## src/sv/ssd_pkg.sv

```systemverilog
`timescale 1ns / 1ps
`default_nettype none
// ----------------------------------------------------------------------------
// ssd_pkg: shared types and constants of the string splitter
// Sizes of the delimiter window and string counter, register indexes, and
// the structs that carry per-string state and result batches.
// ----------------------------------------------------------------------------
package ssd_pkg;

    localparam int MAX_DELIM_BYTES  = 8;
    localparam int MAX_STRING_BYTES = 8192;

    localparam int DELIM_W = 8 * MAX_DELIM_BYTES;              // delimiter register
    localparam int LEN_W   = $clog2(MAX_DELIM_BYTES + 1);      // 0..MAX_DELIM_BYTES
    localparam int WCNT_W  = $clog2(MAX_DELIM_BYTES);          // window fill 0..MAX-1
    localparam int SLEN_W  = $clog2(MAX_STRING_BYTES);         // string byte count
    localparam int SPLIT_W = SLEN_W;                           // split counter
    localparam int LIMIT_W = SPLIT_W + 1;                      // signed split limit
    localparam int CFG_W   = DELIM_W;                          // widest register
    localparam int DATA_W  = 8;

    localparam logic [SLEN_W-1:0]  SLEN_MAX   = SLEN_W'(MAX_STRING_BYTES - 1);
    localparam logic [SPLIT_W-1:0] SPLITS_MAX = '1;

    localparam logic [DELIM_W-1:0] DELIM_RESET = DELIM_W'(44);   // ','
    localparam logic [LEN_W-1:0]   DLEN_RESET  = LEN_W'(1);
    localparam logic [LIMIT_W-1:0] LIMIT_RESET = '1;             // -1, unlimited

    // configuration register indexes
    typedef enum logic [1:0] {
        CFG_DELIM_BYTES = 2'd0,
        CFG_DELIM_LEN   = 2'd1,
        CFG_SPLIT_LIMIT = 2'd2
    } t_cfg_idx;

    // per-string state
    typedef struct packed {
        logic [MAX_DELIM_BYTES-1:0][7:0] window;
        logic [WCNT_W-1:0]               wcnt;
        logic [SPLIT_W-1:0]              splits;
        logic [SLEN_W-1:0]               slen;
        logic                            ovf;
    } t_state;

    // results of one item: cnt token bytes from the front of bytes, then an
    // optional tail result carrying the flags
    typedef struct packed {
        logic [MAX_DELIM_BYTES-1:0][7:0] bytes;
        logic [LEN_W-1:0]                cnt;
        logic                            tail;
        logic                            tail_end;
        logic                            tail_done;
        logic                            tail_err;
    } t_batch;

    // one result item
    typedef struct packed {
        logic [7:0] token_byte;
        logic       byte_valid;
        logic       token_end;
        logic       all_done;
        logic       error_flag;
    } t_result;

endpackage
`default_nettype wire

```

## src/sv/ssd_step.sv

```systemverilog
`timescale 1ns / 1ps
`default_nettype none
// ----------------------------------------------------------------------------
// ssd_step: next-state and result logic for one string byte
// Compares the window plus the new byte against the delimiter at every
// shift in parallel and picks the smallest shift that leaves a prefix.
// ----------------------------------------------------------------------------
module ssd_step (
    input  logic [7:0]                   i_byte,
    input  ssd_pkg::t_state              i_state,
    input  logic [ssd_pkg::DELIM_W-1:0]  i_delim,
    input  logic [ssd_pkg::LEN_W-1:0]    i_dlen,
    input  logic [ssd_pkg::LIMIT_W-1:0]  i_limit,
    output ssd_pkg::t_state              o_state,
    output ssd_pkg::t_batch              o_batch
);

    logic [ssd_pkg::MAX_DELIM_BYTES-1:0][7:0] dl;
    logic [ssd_pkg::MAX_DELIM_BYTES-1:0][7:0] wext;
    logic [ssd_pkg::MAX_DELIM_BYTES-1:0]      ok;
    logic [ssd_pkg::LEN_W-1:0]                len;
    logic [ssd_pkg::LEN_W-1:0]                m;
    logic [ssd_pkg::LEN_W-1:0]                sel;
    logic [ssd_pkg::LEN_W-1:0]                rem;
    logic                                     matching;
    logic                                     hit;

    assign dl = i_delim;

    always_comb begin
        // clamp oversized length
        len = (i_dlen > ssd_pkg::LEN_W'(ssd_pkg::MAX_DELIM_BYTES))
            ? ssd_pkg::LEN_W'(ssd_pkg::MAX_DELIM_BYTES) : i_dlen;
        matching = (len != '0) &&
                   (i_limit[ssd_pkg::LIMIT_W-1] ||
                    (i_state.splits < i_limit[ssd_pkg::LIMIT_W-2:0]));

        // window with the new byte appended
        for (int i = 0; i < ssd_pkg::MAX_DELIM_BYTES; i++) begin
            if (ssd_pkg::LEN_W'(i) < ssd_pkg::LEN_W'(i_state.wcnt)) begin
                wext[i] = i_state.window[i];
            end else if (ssd_pkg::LEN_W'(i) == ssd_pkg::LEN_W'(i_state.wcnt)) begin
                wext[i] = i_byte;
            end else begin
                wext[i] = '0;
            end
        end
        m = ssd_pkg::LEN_W'(i_state.wcnt) + ssd_pkg::LEN_W'(1);

        // shift s is good when the rest fits in the delimiter and is a prefix;
        // dropping every byte is always good and is the fallback below
        for (int s = 0; s < ssd_pkg::MAX_DELIM_BYTES; s++) begin
            ok[s] = (ssd_pkg::LEN_W'(s) <= m) && ((m - ssd_pkg::LEN_W'(s)) <= len);
            for (int i = 0; i < ssd_pkg::MAX_DELIM_BYTES; i++) begin
                if (s + i < ssd_pkg::MAX_DELIM_BYTES) begin
                    if ((ssd_pkg::LEN_W'(i) < (m - ssd_pkg::LEN_W'(s))) &&
                        (wext[ssd_pkg::WCNT_W'(s + i)] != dl[i])) begin
                        ok[s] = 1'b0;
                    end
                end
            end
        end

        sel = ssd_pkg::LEN_W'(ssd_pkg::MAX_DELIM_BYTES);
        for (int s = ssd_pkg::MAX_DELIM_BYTES - 1; s >= 0; s--) begin
            if (ok[s]) begin
                sel = ssd_pkg::LEN_W'(s);
            end
        end
        rem = m - sel;
        hit = (rem == len);

        o_state         = i_state;
        o_batch         = '0;
        o_batch.bytes   = wext;

        if (i_byte == 8'd0) begin
            // terminator: error result, or flush the window and end the token
            o_batch.tail      = 1'b1;
            o_batch.tail_done = 1'b1;
            if ((len == '0) || (i_state.slen == '0) || i_state.ovf) begin
                o_batch.tail_err = 1'b1;
            end else begin
                o_batch.cnt      = ssd_pkg::LEN_W'(i_state.wcnt);
                o_batch.tail_end = 1'b1;
            end
            o_state = '0;
        end else begin
            if (i_state.slen >= ssd_pkg::SLEN_MAX) begin
                o_state.ovf = 1'b1;
            end else begin
                o_state.slen = i_state.slen + ssd_pkg::SLEN_W'(1);
            end

            if (!matching) begin
                o_batch.cnt    = m;
                o_state.window = '0;
                o_state.wcnt   = '0;
            end else begin
                o_batch.cnt = sel;
                if (hit) begin
                    o_batch.tail     = 1'b1;
                    o_batch.tail_end = 1'b1;
                    o_state.window   = '0;
                    o_state.wcnt     = '0;
                    if (i_state.splits != ssd_pkg::SPLITS_MAX) begin
                        o_state.splits = i_state.splits + ssd_pkg::SPLIT_W'(1);
                    end
                end else begin
                    o_state.window = wext >> {sel, 3'b000};
                    o_state.wcnt   = rem[ssd_pkg::WCNT_W-1:0];
                end
            end
        end
    end

endmodule
`default_nettype wire

```

## src/sv/string_split_by_delimiter.sv

```systemverilog
`timescale 1ns / 1ps
`default_nettype none
// Output: the first result of an item is registered in the output register before it shows on the output.
// Throughput: one item per cycle while each item yields at most one result and the output is
//   not stalled; an item that yields more than one result (window flush on a mismatch, a
//   match, or the terminator) holds the input while its pending results drain through the output register.
// Reset: synchronous, active low; clears string state, pending results and output valid,
//   and loads the registers with delimiter ',', length 1 and an unlimited split count.
// ----------------------------------------------------------------------------
// string_split_by_delimiter: streaming string splitter with a split limit
// Cuts a zero-terminated byte stream into tokens at leftmost non-overlapping
// delimiter matches, emitting token bytes, token ends, errors and a final marker.
// ----------------------------------------------------------------------------
module string_split_by_delimiter (
    input  logic                          i_clk,
    input  logic                          i_rst_n,
    // input stream
    input  logic                          i_s_axis_tvalid,
    output logic                          o_s_axis_tready,
    input  logic [7:0]                    i_s_axis_tdata,   // [7:0] str_byte
    // result stream
    output logic                          o_m_axis_tvalid,
    input  logic                          i_m_axis_tready,
    output logic [7:0]                    o_m_axis_tdata,   // [7:0] token_byte
    output logic [2:0]                    o_m_axis_tuser,   // [0] byte_valid, [1] token_end,
                                                            // [2] error_flag
    output logic                          o_m_axis_tlast,   // all_done
    // configuration writes
    input  logic                          i_cfg_we,
    input  logic [1:0]                    i_cfg_idx,
    input  logic [ssd_pkg::CFG_W-1:0]     i_cfg_data
);

    // configuration registers
    logic [ssd_pkg::DELIM_W-1:0] r_delim;
    logic [ssd_pkg::LEN_W-1:0]   r_dlen;
    logic [ssd_pkg::LIMIT_W-1:0] r_limit;

    ssd_pkg::t_state  r_state, step_state;
    ssd_pkg::t_batch  r_pend, n_pend, step_batch, src;
    ssd_pkg::t_result r_out, n_out;
    logic             r_ovalid, n_ovalid;
    logic             pend_empty;
    logic             accept;
    logic             load;

    // one byte's worth of matching, all combinational
    ssd_step u_step (
        .i_byte  (i_s_axis_tdata),
        .i_state (r_state),
        .i_delim (r_delim),
        .i_dlen  (r_dlen),
        .i_limit (r_limit),
        .o_state (step_state),
        .o_batch (step_batch)
    );

    always_comb begin
        // take a new item only once the previous item's results have all
        // moved into the output register
        pend_empty = (r_pend.cnt == '0) && !r_pend.tail;
        accept     = i_s_axis_tvalid && pend_empty;

        // results still pending, else the batch of the item taken now
        if (!pend_empty) begin
            src = r_pend;
        end else if (accept) begin
            src = step_batch;
        end else begin
            src = '0;
        end

        // advance the output register when it is empty or being taken
        load = (!r_ovalid || i_m_axis_tready) && ((src.cnt != '0) || src.tail);

        n_out  = '0;
        n_pend = src;
        if (src.cnt != '0) begin
            // token bytes go first, in order
            n_out.token_byte = src.bytes[0];
            n_out.byte_valid = 1'b1;
            if (load) begin
                n_pend.bytes = src.bytes >> 8;
                n_pend.cnt   = src.cnt - ssd_pkg::LEN_W'(1);
            end
        end else begin
            // then the flag result, if any
            n_out.token_end  = src.tail_end;
            n_out.all_done   = src.tail_done;
            n_out.error_flag = src.tail_err;
            if (load) begin
                n_pend.tail      = 1'b0;
                n_pend.tail_end  = 1'b0;
                n_pend.tail_done = 1'b0;
                n_pend.tail_err  = 1'b0;
            end
        end

        if (load) begin
            n_ovalid = 1'b1;
        end else if (i_m_axis_tready) begin
            n_ovalid = 1'b0;
        end else begin
            n_ovalid = r_ovalid;
        end
    end

    // control state and string state
    always_ff @(posedge i_clk) begin
        if (!i_rst_n) begin
            r_state  <= '0;
            r_pend   <= '0;
            r_ovalid <= 1'b0;
        end else begin
            r_pend   <= n_pend;
            r_ovalid <= n_ovalid;
            if (accept) begin
                r_state <= step_state;
            end
        end
    end

    // output payload, held while stalled
    always_ff @(posedge i_clk) begin
        if (load) begin
            r_out <= n_out;
        end
    end

    // configuration writes; unknown indexes are dropped
    always_ff @(posedge i_clk) begin
        if (!i_rst_n) begin
            r_delim <= ssd_pkg::DELIM_RESET;
            r_dlen  <= ssd_pkg::DLEN_RESET;
            r_limit <= ssd_pkg::LIMIT_RESET;
        end else if (i_cfg_we) begin
            case (i_cfg_idx)
                ssd_pkg::CFG_DELIM_BYTES: begin
                    r_delim <= i_cfg_data;
                end
                ssd_pkg::CFG_DELIM_LEN: begin
                    r_dlen <= i_cfg_data[ssd_pkg::LEN_W-1:0];
                end
                ssd_pkg::CFG_SPLIT_LIMIT: begin
                    r_limit <= i_cfg_data[ssd_pkg::LIMIT_W-1:0];
                end
                default: begin
                end
            endcase
        end
    end

    assign o_s_axis_tready = pend_empty;
    assign o_m_axis_tvalid = r_ovalid;
    assign o_m_axis_tdata  = r_out.token_byte;
    assign o_m_axis_tuser  = {r_out.error_flag, r_out.token_end, r_out.byte_valid};
    assign o_m_axis_tlast  = r_out.all_done;

endmodule
`default_nettype wire

```

## config.mk

```make
export PLATFORM = sky130hd
export DESIGN_NAME = string_split_by_delimiter
export DESIGN_NICKNAME = d
export VERILOG_FILES = /design/src/sv/ssd_pkg.sv /design/src/sv/ssd_step.sv /design/src/sv/string_split_by_delimiter.sv
export SDC_FILE = /design/constraint.sdc
export NUM_CORES = 1
export LEC_CHECK = 0
export BUFFER_PORTS_ARGS = -buffer_cell sky130_fd_sc_hd__buf_4
export CORE_MARGIN = 3
export CORE_UTILIZATION = 52
export CTS_BUF_LIST = sky130_fd_sc_hd__clkbuf_2 sky130_fd_sc_hd__clkbuf_4 sky130_fd_sc_hd__clkbuf_8
export DETAILED_ROUTE_END_ITERATION = 8
export MAX_ROUTING_LAYER = met4
export PLACE_DENSITY = 0.83
export SYNTH_ARGS = -nofsm -noshare
export SYNTH_HDL_FRONTEND = slang
export SYNTH_SLANG_ARGS = --single-unit
export TNS_END_PERCENT = 100
```

## constraint.sdc

```tcl
create_clock -name i_clk -period 7.32 [get_ports i_clk]
set_input_delay 0.366 -clock i_clk [delete_from_list [all_inputs] [get_ports i_clk]]
set_output_delay 0.366 -clock i_clk [all_outputs]
set_load 0.02 [all_outputs]
```

== Word-level counts from Yosys, hierarchy flattened ==
Index checks and enable logic that the tools add are counted.
Cells by class
  reduce and logical (&&, ||, !) cells: 74
  shift operators: 1
  order comparisons: 62
  equal/unequal tests: 30
  add/subtract/negate cells: 12
  mux-type cells: 85
Operators by type and width (number)
  $mux W72: 2
  $mux W68: 2
  $mux W8: 15
  $mux W59: 2
  $mux W86: 1
  $ne A8 B8 Y1: 10
  $ne A8 B8 Y1 const A: 8
  $shr A64 B7 Y56: 1
  $lt A1 B4 Y1 const A: 15
  $mux W13: 4
  $logic_and A1 B1 Y1: 48
  $mux W4: 12
  $lt A2 B4 Y1 const A: 11
  $mux W1: 42
  $lt A3 B4 Y1 const A: 10
  $le A4 B4 Y1: 8
  $add A13 B1 Y13 const B: 2
  $le A3 B4 Y1 const A: 4
  $sub A4 B3 Y4 const B: 4
  $ge A13 B13 Y1 const B: 1
  $logic_not A13 Y1: 1
  $lt A13 B13 Y1: 1
  $ne A13 B13 Y1 const B: 1
  $eq A3 B3 Y1 const A: 4
  other kinds (29): 55
Storage, ports and cells
  word-level logic and storage cells: 297
  input bits: 79
  register bits after elaboration: 253
  output and inout port bits: 14

== Logic depth before layout (Yosys ltp) ==
  depth in word-level cells: 26
  mapped depth: 30
  gate-level depth less buffers: 26

== Cells and area by module ==
Synthesis repeated with hierarchy kept, for this count alone.
Unflattened totals
  cell total of the unflattened synthesis: 2391
  area, all modules: 17641.9 um2
Modules (own cells, without submodules)
  string_split_by_delimiter: area an instance 10392.5 um2, sequential area each 5345.1 um2, instances 1, cells an instance 1275
  ssd_step: area an instance 7249.5 um2, sequential area each 0.0 um2, instances 1, cells an instance 1116

== Worst setup path before layout ==
Ideal clock, no wire load.
  kind: register to register
  start: reg r_state[27] (netlist bit)
  end: reg r_out (netlist bit o_m_axis_tdata[0]), enable pin
  setup time: 0.385 ns
  data required time: 6.935 ns
  slack: 0.449 ns
  cell stages (with the launch flop): 27
  arrival time: 6.486 ns
  clock period less this slack: 6.871 ns
  path through: dfxtp_1 buf_2 inv_1 ha_1 clkbuf_1 nor2_1 mux2_2 ha_1 nand2_1 or3b_2 a221oi_1 and3_1 a41o_1 o22a_1 o21ai_2 inv_4 clkbuf_1 ha_1 inv_1 fa_1 xnor2_1 xnor2_1 and3b_1 nand2_1 o311ai_0 a21oi_1 a21oi_1
Between the ends
  word-level cells in the longest chain between the ends: 23
  elaborated cells on any way between the ends: 186
  those cells by class: add/sub (9); order compare (56); eq/ne (14); mux (59); reduce/logical (48)
Ends and longest elaborated chain
  start, declared: line string_split_by_delimiter.sv:39  | ssd_pkg::t_state r_state, step_state;
  start signal, assigned: line string_split_by_delimiter.sv:118  | r_state <= step_state;
  parallel branches: the longest is 18 deep, another holds $add A3 B1 Y4
  $mux W6 (*): line ssd_step.sv:77  | if (i_byte == 8'd0) begin
  $mux W72 (*): line string_split_by_delimiter.sv:67  | end else if (accept) begin
  $mux W72 (*): line string_split_by_delimiter.sv:65  | if (!pend_empty) begin
  $logic_or A1 B1 Y1 (*): line string_split_by_delimiter.sv:74  | load = (!r_ovalid || i_m_axis_tready) && ((src.cnt != '0) || src.tail);
  $logic_and A1 B1 Y1 (*): line string_split_by_delimiter.sv:74
  net load: line string_split_by_delimiter.sv:45  | logic load;
  end signal, assigned: line string_split_by_delimiter.sv:126  | r_out <= n_out;
  end, declared: line string_split_by_delimiter.sv:41  | ssd_pkg::t_result r_out, n_out;
Mark *: on every way through the listed nets, which the timed path passes.
A chain may end at the register's enable or synchronous reset.

== Final worst setup path ==
  start: reg r_state[27] (netlist bit)
  end: reg r_state[71] (netlist bit)
Between the ends
  word-level cells in the longest chain between the ends: 19
  elaborated cells on any way between the ends: 194
  those cells by class: add/sub (9); order compare (59); eq/ne (18); shift (1); mux (62); reduce/logical (45)
Ends and longest elaborated chain
  parallel branches: the longest is 16 deep, another holds $add A3 B1 Y4
  $mux W59 (*): line ssd_step.sv:101  | if (hit) begin
  $mux W59 (*): line ssd_step.sv:95  | if (!matching) begin
  $mux W86 (*): line ssd_step.sv:77
Every way passes the cells marked *.

==> flow_summary.json <==
{
  "skew_ps": 21.9,
  "min_period_ps": 6910,
  "rsz0062_at_grt": "no",
  "avgRoutedWirePerCell_um": 20.8,
  "post_cts_buffers": 0,
  "cts_sinks": 221,
  "yosysWarnings": 0,
  "vias": 14500,
  "syn_area_per_cell_um2": 7.87,
  "drv_cap": 0,
  "cts_tree": "yes",
  "finalCritPeriodShare": 0.944,
  "dp_hpwl_um": 32200,
  "via_per_inst": 6.41,
  "drive_above_1_share": 0.118,
  "synth_fp_nets": 1989,
  "worstSetupStartpointType": "flop",
  "max_freq_ghz": 0.145,
  "layout_setup_ws_ps": 409,
  "synth.cell_area_um2": 14600,
  "dieArea_um2": 30200,
  "layoutNonFillerInstCount": 2256,
  "place_ws_ps": 596,
  "grt_max_degree": 87,
  "cp.required_ps": 7800,
  "port_buffers": 60,
  "worstSetupPathType": "reg2reg",
  "first_iter_violations": 1685,
  "end_kind": "flop",
  "drc": 0,
  "p_total_mw": 4.86,
  "gp_congestion": 1.03,
  "antenna_found_initial": 0,
  "rr_worst_depth": 26,
  "ys_ff_latch": 221,
  "ios": 93,
  "die_w_um": 174,
  "fp-row-count": 60,
  "h-tree-depth": 2,
  "slew_violations": 0,
  "yosysSeqAreaShare": 0.310,
  "drt-total-wl_um": 46800,
  "path_clk_slew_ps": 60,
  "grt-ovfl-total": 0,
  "yosys.cell_types.count": 97,
  "die_y_um": 174,
  "hold_depth": 3,
  "arrival_ps": 7390,
  "clk_latency_ps": 560,
  "grt_pass1_vias": 13800,
  "cts-buffers-inserted": 40,
  "grt_usage": 0.306,
  "r2r-start": "r_state[27]",
  "status": "finished clean",
  "max-slew-margin-rel": 0.110,
  "grt_pass1_wl_um": 73900,
  "async_flop_share": 0,
  "synth_cells": 1861,
  "place_inst": 2184,
  "nets": 1982,
  "finalHoldWorstSlack_ps": 55.7,
  "hold_violations": 0,
  "fillCellCount": 2485,
  "worst_pin_slew_ps": 1340,
  "irDropWorstVdd_mv": 0.291,
  "antenna_cells": 0,
  "synthToLayoutAreaGrowth_pct": 9.92,
  "core_um2": 27300,
  "min-delay-start": "i_cfg_data[10]",
  "power.leakage_nw": 6.17,
  "setup_tns_ps": 0,
  "setup_violations": 0,
  "power_density_nw_per_um2": 302,
  "clockRootBuffer": "clkbuf_8",
  "critical_path.max_fanout": 14,
  "postCtsResizedCells": 0,
  "min_path_type": "in2reg",
  "clockBufferDepth": 3,
  "ant_nets": 0,
  "start_util": 0.536,
  "synth-edff-count": 12,
  "synthFlopType": "dfxtp_1",
  "crit_start": "r_state[27]",
  "cts-hold-fix-buffers": 0,
  "firstDrtPassIters": 6
}
-- cell usage after synthesis (29+ instances only) --
cell | number | area, µm²
dfxtp_1 | 209 | 4180
nand2_1 | 355 | 1330
o21ai_0 | 132 | 661
mux2i_1 | 138 | 1380
xnor2_1 | 47 | 412
buf_2 | 29 | 145
a21oi_1 | 103 | 515
ha_1 | 48 | 601
inv_1 | 56 | 210
a22oi_1 | 34 | 255
o211ai_1 | 38 | 285
nor2_1 | 96 | 360
clkbuf_1 | 88 | 330
o31ai_1 | 29 | 218
-- worst paths after layout --
check                      to  slack [ps]
hold reg to reg   r_state[63]         460
setup / recovery  r_state[71]         410
setup reg to reg  r_state[71]         410
hold / removal    r_limit[10]          60
-- sequential cells by signal, indices dropped and copies added, names as in the netlist --
name / flops
o_m_axis_tdata: 8
o_m_axis_tlast: 1
o_m_axis_tuser: 3
o_m_axis_tvalid: 1
r_delim: 32
r_dlen: 4
r_limit: 14
r_pend: 72
r_state: 86
-- cell families after synthesis --
logic type	share of synthesized area
adder cells (fa/ha/maj)	0.0424
multiplexers	0.103
XOR/XNOR	0.0401
flip-flops	0.310
AND/OR/NAND/NOR	0.218
buffers and inverters	0.0585
AO/OA/AOI/OAI	0.228
-- power breakdown --
part | switching [mW] | internal, mW
Combinational | 1.46 | 0.738
Clock | 0.545 | 0.731
Sequential | 0.0586 | 1.33
-- layout by cell type (no fill, tap or decap), types with 9 or more instances in the layout --
master	instances
a21oi_1	103
clkbuf_4	11
a221oi_1	15
clkbuf_8	52
a22oi_1	34
dfxtp_1	208
o21ai_0	132
nor2_1	94
and3_1	25
buf_4	89
a211oi_1	10
and2_1	14
nand4_1	17
o22ai_1	11
a21o_1	10
a31oi_1	9
nand2b_1	10
o21ai_1	12
or3_1	16
xor2_1	20
nor3_1	22
mux2_2	10
ha_1	48
o31ai_1	29
nand2_1	353
nand3_1	25
mux2i_1	138
a32oi_1	9
edfxtp_1	12
o211ai_1	38
xnor2_1	47
nor4_1	17
nor2b_1	18
inv_1	56
-- area by class of cell --
cell class	count	area [µm²]	area share
Inverter	61	231	0.0144
Timing Repair Buffer	90	688	0.0427
Clock buffer	63	798	0.0496
Multi-Input combinational cell	1440	9290	0.577
Sequential cell	221	4550	0.282
Clock inverter	9	78.8	0.00490
Tap cell	372	465	0.0289
-- through the flow --
| stage | cell area [µm²] | utilization |
|---|---|---|
| after CTS | 16100 | 0.589 |
| after floorplan | 14600 | - |
| after detailed placement | 15200 | 0.557 |
| after global routing | 16100 | 0.589 |
| after global placement | 15200 | 0.557 |
| final | 16100 | 0.589 |
-- critical path, cell delays in order, from the launching register on --
cell	delay, ps
dfxtp_1	320
ha_1	290
ha_1	310
buf_4	210
clkinv_1	260
xnor2_1	200
mux2_2	260
ha_1	300
nand2_1	90
or3b_2	440
a221oi_1	380
and3_1	210
a41o_1	180
o22a_1	230
o21ai_4	80
inv_4	60
ha_1	130
inv_1	70
fa_1	420
xnor2_1	230
xnor2_1	110
and3b_1	240
nand2_1	160
nand2_1	150
a21oi_1	1080
a22oi_1	200
a21oi_1	220
-- routing by layer --
layer	vias to the layer above	wire, µm	GRT usage
met3	207	3960	0.0567
met4	0	3030	0.185
met2	770	21300	0.473
met5	-	0	-
met1	6777	18500	0.372
li1	6699	-	-
No activity file was read; power rests on OpenSTA's default activity.
